[src/rtl/core/tspa_pkg.sv]
package tspa_pkg;

  localparam int PACKET_LEN_DEF    = 188;
  localparam int CHECK_PACKETS_DEF = 4;
  localparam int QUEUE_DEPTH       = 2;

  localparam int BYTE_W   = 8;
  localparam int THRESH_W = 4;
  localparam int STREAK_W = 4;
  localparam int SKIP_W   = 16;

  localparam int CFG_INDEX_W = 1;
  localparam int CFG_DATA_W  = 8;

  localparam logic [BYTE_W-1:0]   SYNC_RESET   = 8'h47;
  localparam logic [THRESH_W-1:0] THRESH_RESET = 4'd3;
  localparam logic [STREAK_W-1:0] STREAK_MAX   = 4'hF;
  localparam logic [SKIP_W-1:0]   SKIP_MAX     = 16'hFFFF;

  typedef enum logic [CFG_INDEX_W-1:0] {
    CFG_SYNC_VALUE     = 1'b0,
    CFG_LOCK_THRESHOLD = 1'b1
  } cfg_reg_t;

  // One classified result on its way from the front to the output stage.
  typedef struct packed {
    logic [BYTE_W-1:0] data;
    logic              first;
    logic              last;
    logic [SKIP_W-1:0] skipped;
  } tspa_item_t;

  typedef struct packed {
    logic full;
    logic empty;
  } tspa_q_status_t;

endpackage

[src/rtl/core/tspa_queue.sv]
module tspa_queue (
  input  logic                     clk,
  input  logic                     rst,
  input  logic                     push,
  input  tspa_pkg::tspa_item_t     push_item,
  input  logic                     pop,
  output tspa_pkg::tspa_item_t     pop_item,
  output tspa_pkg::tspa_q_status_t status
);
  import tspa_pkg::*;

  localparam int PTR_W = $clog2(QUEUE_DEPTH);
  localparam int CNT_W = $clog2(QUEUE_DEPTH + 1);

  tspa_item_t       slots [QUEUE_DEPTH];
  logic [PTR_W-1:0] wr_ptr;
  logic [PTR_W-1:0] rd_ptr;
  logic [CNT_W-1:0] count;

  assign status.full  = (count == CNT_W'(QUEUE_DEPTH));
  assign status.empty = (count == '0);
  assign pop_item     = slots[rd_ptr];

  always_ff @(posedge clk) begin
    if (push) begin
      slots[wr_ptr] <= push_item;
    end
  end

  always_ff @(posedge clk) begin
    if (rst) begin
      wr_ptr <= '0;
      rd_ptr <= '0;
      count  <= '0;
    end else begin
      if (push) begin
        wr_ptr <= (wr_ptr == PTR_W'(QUEUE_DEPTH - 1)) ? '0 : wr_ptr + 1'b1;
      end
      if (pop) begin
        rd_ptr <= (rd_ptr == PTR_W'(QUEUE_DEPTH - 1)) ? '0 : rd_ptr + 1'b1;
      end
      if (push && !pop) begin
        count <= count + 1'b1;
      end else if (pop && !push) begin
        count <= count - 1'b1;
      end
    end
  end

`ifndef SYNTHESIS
  a_no_overrun: assert property (@(posedge clk) disable iff (rst)
    (status.full && push) |-> pop)
    else $error("result queue overrun");
`endif

endmodule

[config.mk]
export PLATFORM = sky130hd
export DESIGN_NAME = tspa_queue
export DESIGN_NICKNAME = d
export VERILOG_FILES = /design/src/rtl/core/tspa_pkg.sv /design/src/rtl/core/tspa_queue.sv
export SDC_FILE = /design/constraint.sdc
export NUM_CORES = 1
export LEC_CHECK = 0
export ABC_AREA = 1
export CAP_MARGIN = 0
export CORE_MARGIN = 10
export CORE_UTILIZATION = 50
export CTS_CLUSTER_SIZE = 14
export DETAILED_ROUTE_END_ITERATION = 8
export DONT_BUFFER_PORTS = 1
export HOLD_SLACK_MARGIN = 0.02
export PLACE_DENSITY_LB_ADDON = 0.12
export REMOVE_ABC_BUFFERS = 1
export SETUP_SLACK_MARGIN = 0.05
export SYNTH_ARGS = -nofsm -noshare
export SYNTH_HDL_FRONTEND = slang
export SYNTH_SLANG_ARGS = --single-unit
export TNS_END_PERCENT = 10
[constraint.sdc]
create_clock -name clk -period 2.9 [get_ports clk]
set_clock_uncertainty 0.2 [all_clocks]
set_input_delay 0.58 -clock clk [delete_from_list [all_inputs] [get_ports clk]]
set_output_delay 0.58 -clock clk [all_outputs]
set_load 0.05 [all_outputs]
== Word-level counts from Yosys, hierarchy flattened ==
Memories as Yosys holds them, arrays and structs flattened. A register that Yosys moved wholly into a read port is not among the register bits.
Cells that the tools add are included.

* Bits in registers: 4
* Bits in writable memories: 52
* Input bits: 30
* Logic and storage cells: 23
* Memories: 1

{| class="wikitable"
|+ Memories
! memory !! depth !! width !! read ports !! clocked after memory_dff !! write ports !! line !! RTL
|-
| slots || 2 || 26 || 1 || 1 || 1 || tspa_queue.sv:15 || <nowiki>tspa_item_t slots [QUEUE_DEPTH];</nowiki>
|}

* Add/sub/neg operators: 4
* Eq/ne operators: 1
* Mux-type cells: 8
* Reductions and logical operators: 6

{| class="wikitable"
|+ Operator list
! cell !! count
|-
| two-way mux 1 bit || 6
|-
| two-way mux 2 bit || 2
|-
| adder 1 bit, second input constant || 2
|-
| adder 2 x 1 -> 2 bit, second input constant || 1
|-
| equality test 2 bit, second input constant || 1
|-
| logical AND 1 bit || 2
|-
| zero test 1 bit || 2
|-
| zero test 2 bit || 1
|-
| nonzero test 2 bit || 1
|-
| subtractor 2 x 1 -> 2 bit, second input constant || 1
|}

== Longest topological paths before layout ==
* Depth in word-level cells: 4
* Gate-level depth with buffers: 8

== Worst setup path after synthesis ==
Ideal clock, no wire load.

* Path type: input to register
* Start point: in push
* End point: mem slots[0][0] in the netlist's numbering, enable pin
* Arrival: 1719 ps
* Setup slack: 572 ps
* Stages: 2
* Path buffers: 0
* Cell sequence: inv_1 nor2_1

* Word-level cells in the longest chain between the ends: 2

{| class="wikitable"
|+ Ends and longest elaborated chain
! what !! line !! RTL
|-
| from (decl) || tspa_queue.sv:4 || <nowiki>input logic push,</nowiki>
|-
| two-way mux 1 bit || tspa_queue.sv:25 || <nowiki>if (push) begin</nowiki>
|-
| two-way mux 1 bit (not written as such) || tspa_queue.sv:26 || <nowiki>slots[wr_ptr] <= push_item;</nowiki>
|-
| to (decl) || tspa_queue.sv:15 ||
|}

Every way passes these cells.

==> out/metrics.yaml <==
wl_met2_um: 2010
final_setup_violating_endpoints: 0
layout.nets: 159
sequentialPowerShare: 0.529
via_count_of_the_first_global_routing_pass: 1041
timing.slew.headroom: 0.585
grt_antenna_before_repair: 0
grt_max_degree: 18
fillerInstances: 344
synth-seq-cells: 57
global_route.overflow_total: 0
core_area_sq_um: 4320
cts-root-to-sink-buffers: 2
postCtsHoldBufs: 0
switching_share: 0.275
die_w_um: 86.4
final.period_utilization: 0.814
finalWeightedCongestion: 0.681
synthesis.area_per_instance_sq_um: 19.4
final_hold_viol_count: 0
timing.hold.worst_path_depth: 1
p_int_uw: 1330
timing.final.max_slew_violations: 0
dr.first_iter.drc_count: 99
worst_ir_drop_vdd_mv: 0.457
global_route_wire_length_before_repair_um: 5580
post_cts.resized_instances: 0
uppermost_signal_routing_layer_after_detailed_routing: "met4"
power.density_nw_per_um2: 749
routed_wire_length_per_instance_um: 20.4
reg2regPathDepth: 3
place.detailed.hpwl_um: 2780
worstSetupStartpointType: "flop"
final_antenna_net_count: 0
relative_contribution_of_combinational_cells_to_total_power: 0.162
met3_wirelength_um: 390
worstHoldStart: "rst"
chipHeight_um: 86.4
outcome: "finished clean"
pwr-share-clk: 0.309
hp-class: "in -> reg"
post-cts-setup-buffers: 0
synth.distinct_cells: 16
insertion_delay_ps: 310
synthCells: 114
via_count: 976
post-synth-top-area-fraction: 0.707
syn_area_sq_um: 2210
detailedPlace.worstSlack_ps: 874
timing.final.crit_period_ps: 2360
worstPathRequired_ps: 2120
tightestPinTransition_ps: 622
totalWireLength_um: 3780
synth.yosys.warnings: 0
worstReg2RegEnd: "slots[1][11]"
h-tree-depth: 3
timing.fmax_ghz: 0.424
final_layout_size_suffix_gt1_frac: 0.338
cellLeakagePower_uw: 0.000907
drv_cap: 0
drt-vias-per-instance: 5.28
path_max_fanout: 17
grt_util_all_layers: 0.104
rrSetupSlack_ps: 1280
drt_drc_violations_left: 0
critPathArrivalTime_ps: 1580
mostFrequentLayoutCells: "sky130_fd_sc_hd__edfxtp_1 (52), sky130_fd_sc_hd__mux2_4 (20), sky130_fd_sc_hd__inv_1 (9), sky130_fd_sc_hd__clkbuf_8 (9)"
grt_setup_unrepaired: "false"
setup_tns_ps: 0
synth_sequential_area_ratio: 0.753
final.setup.worst_slack_ps: 539
cts_tree: "done"
dr.pass1.iters: 4
critical_path.reg2reg.startpoint: "wr_ptr"
net-switching-power_uw: 505
crit_path_end_kind: "output pin"
layout.cells.most_common: "sky130_fd_sc_hd__edfxtp_1"
clock_sinks: 57
floorplan.initialDensity: 0.510
boundaryPins: 58
netlist.top_cell.by_area: "sky130_fd_sc_hd__edfxtp_1"
area_growth_syn_to_layout_pct: 10.9
cts_root_buffer: "sky130_fd_sc_hd__clkbuf_8"
antenna_cells_inserted: 0
count_of_buffers_from_port_buffering: 0
number_of_buffers_inserted_during_clock_tree_synthesis: 9
crit_type: "reg -> out"
clkTransAtPathRegs_ps: 50
num_rows: 24
synth.top_cells.by_area: "sky130_fd_sc_hd__edfxtp_1 (71%), sky130_fd_sc_hd__mux2_4 (14%), sky130_fd_sc_hd__dfxtp_1 (4.5%)"
met1_length_um: 1300
die_area_sq_um: 7470
-- Yosys cell counts --
library cell	count
sky130_fd_sc_hd__a21oi_1	1
sky130_fd_sc_hd__nand4_1	1
sky130_fd_sc_hd__dfxtp_1	5
sky130_fd_sc_hd__o21ai_0	1
sky130_fd_sc_hd__inv_1	9
sky130_fd_sc_hd__nor3_1	1
sky130_fd_sc_hd__edfxtp_1	52
sky130_fd_sc_hd__buf_6	1
sky130_fd_sc_hd__mux2_2	6
sky130_fd_sc_hd__mux2_4	20
sky130_fd_sc_hd__ha_1	1
sky130_fd_sc_hd__xnor2_1	1
sky130_fd_sc_hd__buf_12	2
sky130_fd_sc_hd__nand2_1	5
sky130_fd_sc_hd__nand3_1	1
sky130_fd_sc_hd__nor2_1	7
-- how the worst max path moves through the flow --
| stage | from | end | slack [ps] | depth (start not counted) |
|---|---|---|---|---|
| finish | flop | pop_item[6] | 540 | 2 |
| global route | flop | pop_item[12] | 480 | 2 |
| CTS | flop | pop_item[6] | 520 | 2 |
| detailed placement | flop | pop_item[6] | 870 | 2 |
| global placement | flop | pop_item[12] | 880 | 2 |
| floorplan | flop | pop_item[10] | 480 | 1 |
-- flip-flops by register name, indices dropped and copies added (netlist names), named ones only --
name	cells
rd_ptr	1
wr_ptr	1
slots	52
count	2
-- layout make-up --
cell class	instances	area, sq um	share of cell area
flip-flops and latches	57	1660	0.679
multi-input cells	45	463	0.189
repair buffers	6	70.1	0.0286
clock inverters	6	25.0	0.0102
well taps	52	65.1	0.0266
inverters	9	33.8	0.0138
clock buffers	10	128	0.0521
-- layer usage --
metal  GRT usage  vias up
met5           0        -
met4      0.0795        0
met3      0.0544        5
met2       0.168       41
met1      0.0982      482
li1            -      448
-- cell families after synthesis --
logic type | count (synthesis) | share of synthesized area
AO/OA/AOI/OAI | 2 | 0.00453
multiplexers | 26 | 0.167
flip-flops | 57 | 0.753
AND/OR/NAND/NOR | 15 | 0.0278
XOR/XNOR | 1 | 0.00397
buffers and inverters | 12 | 0.0385
adder cells (fa/ha/maj) | 1 | 0.00567
-- power groups by stage --
stage	logic (uW)	clock network, uW	registers [uW]
floorplan	251	0	990
global route	312	632	974
CTS	303	592	970
finish	297	566	970
global placement	298	0	984
detailed placement	303	0	988
-- critical path: stages, from the launching register on --
cell and delay (ps):
sky130_fd_sc_hd__dfxtp_2 550, sky130_fd_sc_hd__buf_12 220, sky130_fd_sc_hd__mux2_2 480
-- per-stage QoR --
stage	power [uW]	utilization	instances	hold slack [ps]	area, sq um
floorplan	1240	-	111	280	2160
CTS	1870	0.566	185	105	2450
detailed placement	1290	0.531	169	316	2290
global placement	1280	0.531	169	296	2290
global route	1920	0.566	185	103	2450
finish	1830	0.566	185	122	2450
(Power assumes the default switching activity.)
