## config.mk

```make
export PLATFORM = sky130hd
export DESIGN_NAME = tspa_back_flat
export DESIGN_NICKNAME = d
export VERILOG_FILES = /design/src/rtl/core/tspa_pkg.sv /design/src/rtl/core/tspa_if.sv /design/src/rtl/core/tspa_back.sv /design/src/flat_wrapper.sv
export SDC_FILE = /design/constraint.sdc
export NUM_CORES = 1
export LEC_CHECK = 0
export ABC_AREA = 1
export BUFFER_PORTS_ARGS = -buffer_cell sky130_fd_sc_hd__buf_4
export CAP_MARGIN = 5
export CORE_ASPECT_RATIO = 1.4
export CORE_MARGIN = 10
export CORE_UTILIZATION = 38
export CTS_CLUSTER_DIAMETER = 80
export DETAILED_ROUTE_END_ITERATION = 12
export PLACE_DENSITY = 0.75
export SLEW_MARGIN = 20
export SYNTH_ARGS = -nofsm -noshare
export SYNTH_HDL_FRONTEND = slang
export SYNTH_SLANG_ARGS = --single-unit
```

## constraint.sdc

```tcl
create_clock -name clk -period 2.55 [get_ports clk]
set_input_delay 0 -clock clk [delete_from_list [all_inputs] [get_ports clk]]
set_output_delay 0 -clock clk [all_outputs]
set_load 0.005 [all_outputs]
```

## src/rtl/core/tspa_pkg.sv

```systemverilog
package tspa_pkg;

  localparam int PACKET_LEN_DEF    = 188;
  localparam int CHECK_PACKETS_DEF = 4;
  localparam int QUEUE_DEPTH       = 2;

  localparam int BYTE_W   = 8;
  localparam int THRESH_W = 4;
  localparam int STREAK_W = 4;
  localparam int SKIP_W   = 16;

  localparam int CFG_INDEX_W = 1;
  localparam int CFG_DATA_W  = 8;

  localparam logic [BYTE_W-1:0]   SYNC_RESET   = 8'h47;
  localparam logic [THRESH_W-1:0] THRESH_RESET = 4'd3;
  localparam logic [STREAK_W-1:0] STREAK_MAX   = 4'hF;
  localparam logic [SKIP_W-1:0]   SKIP_MAX     = 16'hFFFF;

  typedef enum logic [CFG_INDEX_W-1:0] {
    CFG_SYNC_VALUE     = 1'b0,
    CFG_LOCK_THRESHOLD = 1'b1
  } cfg_reg_t;

  // One classified result on its way from the front to the output stage.
  typedef struct packed {
    logic [BYTE_W-1:0] data;
    logic              first;
    logic              last;
    logic [SKIP_W-1:0] skipped;
  } tspa_item_t;

  typedef struct packed {
    logic full;
    logic empty;
  } tspa_q_status_t;

endpackage

```

## src/rtl/core/tspa_if.sv

```systemverilog


interface tspa_out_if;
  import tspa_pkg::*;

  logic              valid;
  logic              ready;
  logic [BYTE_W-1:0] out_byte;
  logic              packet_first;
  logic              packet_last;
  logic [SKIP_W-1:0] skipped_count;

  modport source (output valid, output out_byte, output packet_first, output packet_last,
                  output skipped_count, input ready);
  modport sink (input valid, input out_byte, input packet_first, input packet_last,
                input skipped_count, output ready);
endinterface

```

## src/rtl/core/tspa_back.sv

```systemverilog
module tspa_back (
  input  logic                     clk,
  input  logic                     rst,
  input  tspa_pkg::tspa_q_status_t q_status,
  input  tspa_pkg::tspa_item_t     q_item,
  output logic                     pop,
  tspa_out_if.source               pkt_out
);
  import tspa_pkg::*;

  logic valid;

  assign pop           = !q_status.empty && (!valid || pkt_out.ready);
  assign pkt_out.valid = valid;

  always_ff @(posedge clk) begin
    if (rst) begin
      valid <= 1'b0;
    end else if (pop) begin
      valid <= 1'b1;
    end else if (pkt_out.ready) begin
      valid <= 1'b0;
    end
  end

  always_ff @(posedge clk) begin
    if (pop) begin
      pkt_out.out_byte      <= q_item.data;
      pkt_out.packet_first  <= q_item.first;
      pkt_out.packet_last   <= q_item.last;
      pkt_out.skipped_count <= q_item.skipped;
    end
  end

`ifndef SYNTHESIS
  a_skip_only_on_first: assert property (@(posedge clk) disable iff (rst)
    (pkt_out.valid && !pkt_out.packet_first) |-> (pkt_out.skipped_count == '0))
    else $error("skip count on a byte that does not start a packet");
`endif

endmodule

```

## src/flat_wrapper.sv

```systemverilog
// flat-port wrapper written by rule: the top's interface ports become plain ports
module tspa_back_flat import tspa_pkg::*;
  (clk, rst, q_status, q_item, pop, pkt_out_valid, pkt_out_out_byte, pkt_out_packet_first, pkt_out_packet_last, pkt_out_skipped_count, pkt_out_ready);
  tspa_out_if pkt_out_i ();
  input  logic clk;
  input  logic rst;
  input  tspa_pkg::tspa_q_status_t q_status;
  input  tspa_pkg::tspa_item_t q_item;
  output logic pop;
  output wire logic [$bits(pkt_out_i.valid)-1:0] pkt_out_valid;
  output wire logic [$bits(pkt_out_i.out_byte)-1:0] pkt_out_out_byte;
  output wire logic [$bits(pkt_out_i.packet_first)-1:0] pkt_out_packet_first;
  output wire logic [$bits(pkt_out_i.packet_last)-1:0] pkt_out_packet_last;
  output wire logic [$bits(pkt_out_i.skipped_count)-1:0] pkt_out_skipped_count;
  input wire logic [$bits(pkt_out_i.ready)-1:0] pkt_out_ready;
  assign pkt_out_valid = pkt_out_i.valid;
  assign pkt_out_out_byte = pkt_out_i.out_byte;
  assign pkt_out_packet_first = pkt_out_i.packet_first;
  assign pkt_out_packet_last = pkt_out_i.packet_last;
  assign pkt_out_skipped_count = pkt_out_i.skipped_count;
  assign pkt_out_i.ready = pkt_out_ready;
  tspa_back u_core (.clk(clk), .rst(rst), .q_status(q_status), .q_item(q_item), .pop(pop), .pkt_out(pkt_out_i));
endmodule
```

== After elaboration in Yosys (flattened, before gate mapping) ==
Cells that the tools add are included.

* Bits in registers: 27
* Input bits: 31
* Output and inout port bits: 28
* Word-level logic and storage cells: 12

* Muxes and demuxes: 2
* Reductions and logical operators: 5

{| class="wikitable"
|+ Operator list
! cell !! count
|-
| logical NOT 1 bit || 2
|-
| 2-to-1 mux 1 bit || 2
|-
| nonzero test 2 bit || 1
|-
| logical AND 1 bit || 1
|-
| logical OR 1 bit || 1
|}

== Longest topological paths before layout ==
* Depth in word-level cells: 4
* Gate-level depth with buffers: 3

== Worst setup path before layout ==
Ideal clock, no wire load.

* Path kind: reg2reg
* Start point: register u_core.valid, in the netlist u_core.pkt_out.valid
* End point: register u_core.pkt_out.out_byte[0], enable pin
* Arrival time: 1727 ps
* Slack: 402 ps
* Cell stages (with the launch flop): 2
* Buffers on the path: 0
* Cells stage by stage: dfxtp_1 > a21oi_1

* Word-level cells in the longest chain between the ends: 3

{| class="wikitable"
|+ RTL lines
! what !! RTL line !! text
|-
| start, declared || tspa_back.sv:11 || <nowiki>logic valid;</nowiki>
|-
| start signal, assigned || tspa_back.sv:18 || <nowiki>valid <= 1'b0;</nowiki>
|-
| start signal, assigned || tspa_back.sv:20 || <nowiki>valid <= 1'b1;</nowiki>
|-
| start signal, assigned || tspa_back.sv:22 || <nowiki>valid <= 1'b0;</nowiki>
|-
| logical NOT 1 bit || tspa_back.sv:13 || <nowiki>assign pop = !q_status.empty && (!valid || pkt_out.ready);</nowiki>
|-
| logical OR 1 bit || tspa_back.sv:13 ||
|-
| logical AND 1 bit || tspa_back.sv:13 ||
|-
| via pop || flat_wrapper.sv:9 || <nowiki>output logic pop;</nowiki>
|-
| end signal, assigned || tspa_back.sv:28 || <nowiki>pkt_out.out_byte <= q_item.data;</nowiki>
|-
| end, declared || tspa_if.sv:13 || <nowiki>modport source (output valid, output out_byte, output packet_first, output packet_last,</nowiki>
|}

The timed path passes the listed nets, and every way through them passes these cells.
A chain may end at the register's enable or synchronous reset.

== Worst setup path after layout ==
* Start point: register u_core.valid, in the netlist u_core.pkt_out.valid
* End point: output pop

* Word-level cells in the longest chain between the ends: 3

{| class="wikitable"
|+ RTL lines
! what !! RTL line
|-
| logical NOT 1 bit || tspa_back.sv:13
|-
| logical OR 1 bit || tspa_back.sv:13
|-
| logical AND 1 bit || tspa_back.sv:13
|-
| end, declared || flat_wrapper.sv:9
|}

Every way passes these cells.

==> flow_metrics.py <==
metrics = {
    "routing": {
        "avgViaCountPerCell": 4.472,
        "drc_errors": 0,
        "drt-pass1-iter-count": 4,
        "dr.first_iter.drc_count": 19,
        "final_ant_viol_nets": 0,
        "wirelength_um": 2668,
        "vias": 635,
        "route.detailed.wl_per_inst_um": 18.79,
    },
    "synth": {
        "synthesis.area_per_instance_um2": 26.60,
        "seq_area_frac_synth_pct": 97.12,
        "synth.top_cell.area_share_pct": 94.69,
        "post_synth_inst_count": 31,
        "synth_cell_types": 6,
        "synthesized_area_fraction_occupied_by_adder_cells_pct": 0,
        "synth_xor_xnor_area_share_pct": 0,
        "synth_area_um2": 824.5,
        "syn-num-nets": 62,
        "dominant_combinational_cell_family_by_area_after_synthesis": "compound AO/OA/AOI/OAI gates",
        "post_synth_and_or_nand_nor_area_fraction_pct": 0.7587,
        "synth_compound_gate_area_share_pct": 1.669,
        "synth.yosys.warnings": 0,
        "synth.top_cells.by_area": "edfxtp_1 (95%), dfxtp_1 (2.4%), a21oi_2 (1.1%)",
        "synth_largest_area_cell": "edfxtp_1",
        "synth_mux_area_share_pct": 0,
        "yosys_register_bits": 27,
    },
    "pwr": {
        "power_leakage_nw": 0.6807,
        "power.density_nw_per_um2": 524.1,
        "peakVddDrop_v": 0.0004307,
        "power.total_mw": 0.8387,
    },
    "timing": {
        "finalSetupViolations": 0,
        "transition_time_of_the_tightest_slew_check_pin_ps": 327.3,
        "headroom_to_the_max_slew_limit_pct": 78.18,
        "rsz0062_at_grt": "false",
        "hold_violations_final": 0,
        "final_max_slew_viol_count": 0,
        "tns_ps": 0,
        "post-route-period-util_pct": 51.88,
        "min_period_ps": 1323,
        "fmax_mhz": 755.8,
        "finClkSkew_ps": 7.279,
    },
    "placed_design": {
        "gp_routability_congestion": 0.7036,
        "port_buffers": 57,
    },
    "floorplan": {
        "ioPinCount": 59,
        "fp.dieW_um": 59.37,
        "core_outline_area_um2": 2021,
        "floorplan.die_area_um2": 4460,
        "chipHeight_um": 75.12,
        "initial_utilization_pct": 40.80,
        "std_cell_rows": 19,
    },
    "outcome": {
        "result_of_the_run": "finished clean",
    },
    "critical_path": {
        "critical_path.most_common_cell": "buf_4",
        "crit_path_max_delay_cell_type": "dfxtp_1",
        "kind_of_critical_path": "reg -> out",
        "critPathMaxStageDelay_ps": 370,
        "crit_arrival_ps": 1320,
        "timing.critical_path.required_ps": 2550,
        "endpoint_kind": "primary output",
        "element_type_at_the_critical_path_start": "flop",
        "critical_path_peak_fanout": 27,
        "cells_traversed_along_the_worst_timing_path": "a21oi_2 -> buf_4 -> buf_4",
    },
    "clock_network": {
        "post_cts_buffers": 0,
        "clk_pin_slew_worst_paths_ps": 150,
        "clock_sink_count": 27,
        "tritoncts_clock_tree": "done",
        "num_cts_buffers": 3,
        "clock_tree.htree_level_count": 1,
        "clk_path_buf_depth": 2,
        "clock_network_latency_to_the_later_pin_of_the_worst_skew_pair_ps": 320,
        "cts.root.buffer_cell": "clkbuf_4",
    },
    "final_layout": {
        "areaGrowthSynthToFinish_pct": 94.08,
        "most_common_library_cell_in_the_layout_ignoring_fill_and_taps": "buf_4",
        "layout.cells.most_common_list": "buf_4 (58), dlygate4sd3_1 (28), edfxtp_1 (26), clkbuf_4 (3), a21oi_2 (2)",
        "antennaDiodeCount": 0,
        "final_layout_size_suffix_gt1_share_pct": 54.55,
        "nets_final": 153,
    },
    "grt": {
        "antenna_found_initial": 0,
        "grt_start_max_net_pins": 28,
        "busiest_layer": "met2",
        "grt.total_usage_pct": 12.26,
        "met3_usage_pct": 8.923,
        "gr-total-overflow": 0,
        "grt_first_pass_wirelength_um": 4119,
        "gr_layer_usage_met2_pct": 18.89,
        "global_route.usage.met1_pct": 12.87,
        "via_count_of_the_first_global_routing_pass": 751,
    },
    "flow_run": {
        "cap_violations": 0,
    },
    "worst_hold_path": {
        "min_path_type": "in -> reg",
    },
}
[cells in the mapped netlist (all sizes together)]
cell type and instances:
edfxtp 26, a21oi 2, dfxtp 1, inv 1, nand2 1
[layout make-up]
| class | count | area (um2) |
|---|---|---|
| clock buffer | 3 | 22.52 |
| multi-input combinational | 3 | 23.77 |
| clock inverter | 1 | 7.507 |
| sequential | 27 | 800.8 |
| inverter | 1 | 3.754 |
| tap | 21 | 26.28 |
| fill | 97 | 420.4 |
| timing repair buffer | 86 | 715.7 |
[critical path, delay by kind of cell (launching register included)]
kind	cells	cell delay [ps]
compound gates	1	130
buf+inv	2	500
flops	1	370
[kinds of logic (layout without fill, tap and decap cells)]
group / after synthesis / after routing
flops: 27 / 27
compound gates: 2 / 2
simple gates: 1 / 1
buf+inv: 1 / 91
[sequential cells by signal (all words and copies together), names as in the netlist]
| name | cells |
|---|---|
| u_core.pkt_out.packet_last | 1 |
| u_core.pkt_out.packet_first | 1 |
| u_core.pkt_out.out_byte | 8 |
| u_core.pkt_out.valid | 1 |
| u_core.pkt_out.skipped_count | 16 |
[worst paths after layout]
kind                        startpoint                              end  slack (ps)  depth (start not counted)
hold / removal             q_status[0]  u_core.pkt_out.skipped_count[7]         220                          3
hold reg to reg   u_core.pkt_out.valid  u_core.pkt_out.skipped_count[7]         900                          2
setup / recovery  u_core.pkt_out.valid                              pop        1230                          3
setup reg to reg  u_core.pkt_out.valid             u_core.pkt_out.valid        1360                          3
[stage by stage]
stage	setup slack [ps]	hold slack, ps	utilization (%)	cells	area (um2)
floorplan	401.7	62.44	-	31	824.5
global route	1141	218.5	79.20	142	1600
global placement	1441	156.2	63.84	110	1290
finish	1227	224.4	79.20	142	1600
CTS	1201	222.6	79.20	142	1600
detailed placement	1413	156.9	63.84	110	1290
[routing by layer]
metal  wire length (um)  up-vias
li1                   -      299
met1                984      283
met2               1213       51
met3                456        2
met4                 13        0
met5                  0        -
[report_power, final]
group / switching [mW] / internal, mW
combinational: 0.0423 / 0.0875
clock: 0.124 / 0.0599
sequential: 0.00829 / 0.516
total: 0.175 / 0.664
[timing repair]
| action | 4_1_cts | 5_1_grt |
|---|---|---|
| resized for setup | 0 | 0 |
| hold buffers | 28 | 0 |
| hold endpoints to repair | 27 | 0 |
Note: power is estimated with default switching activity, not from simulation.
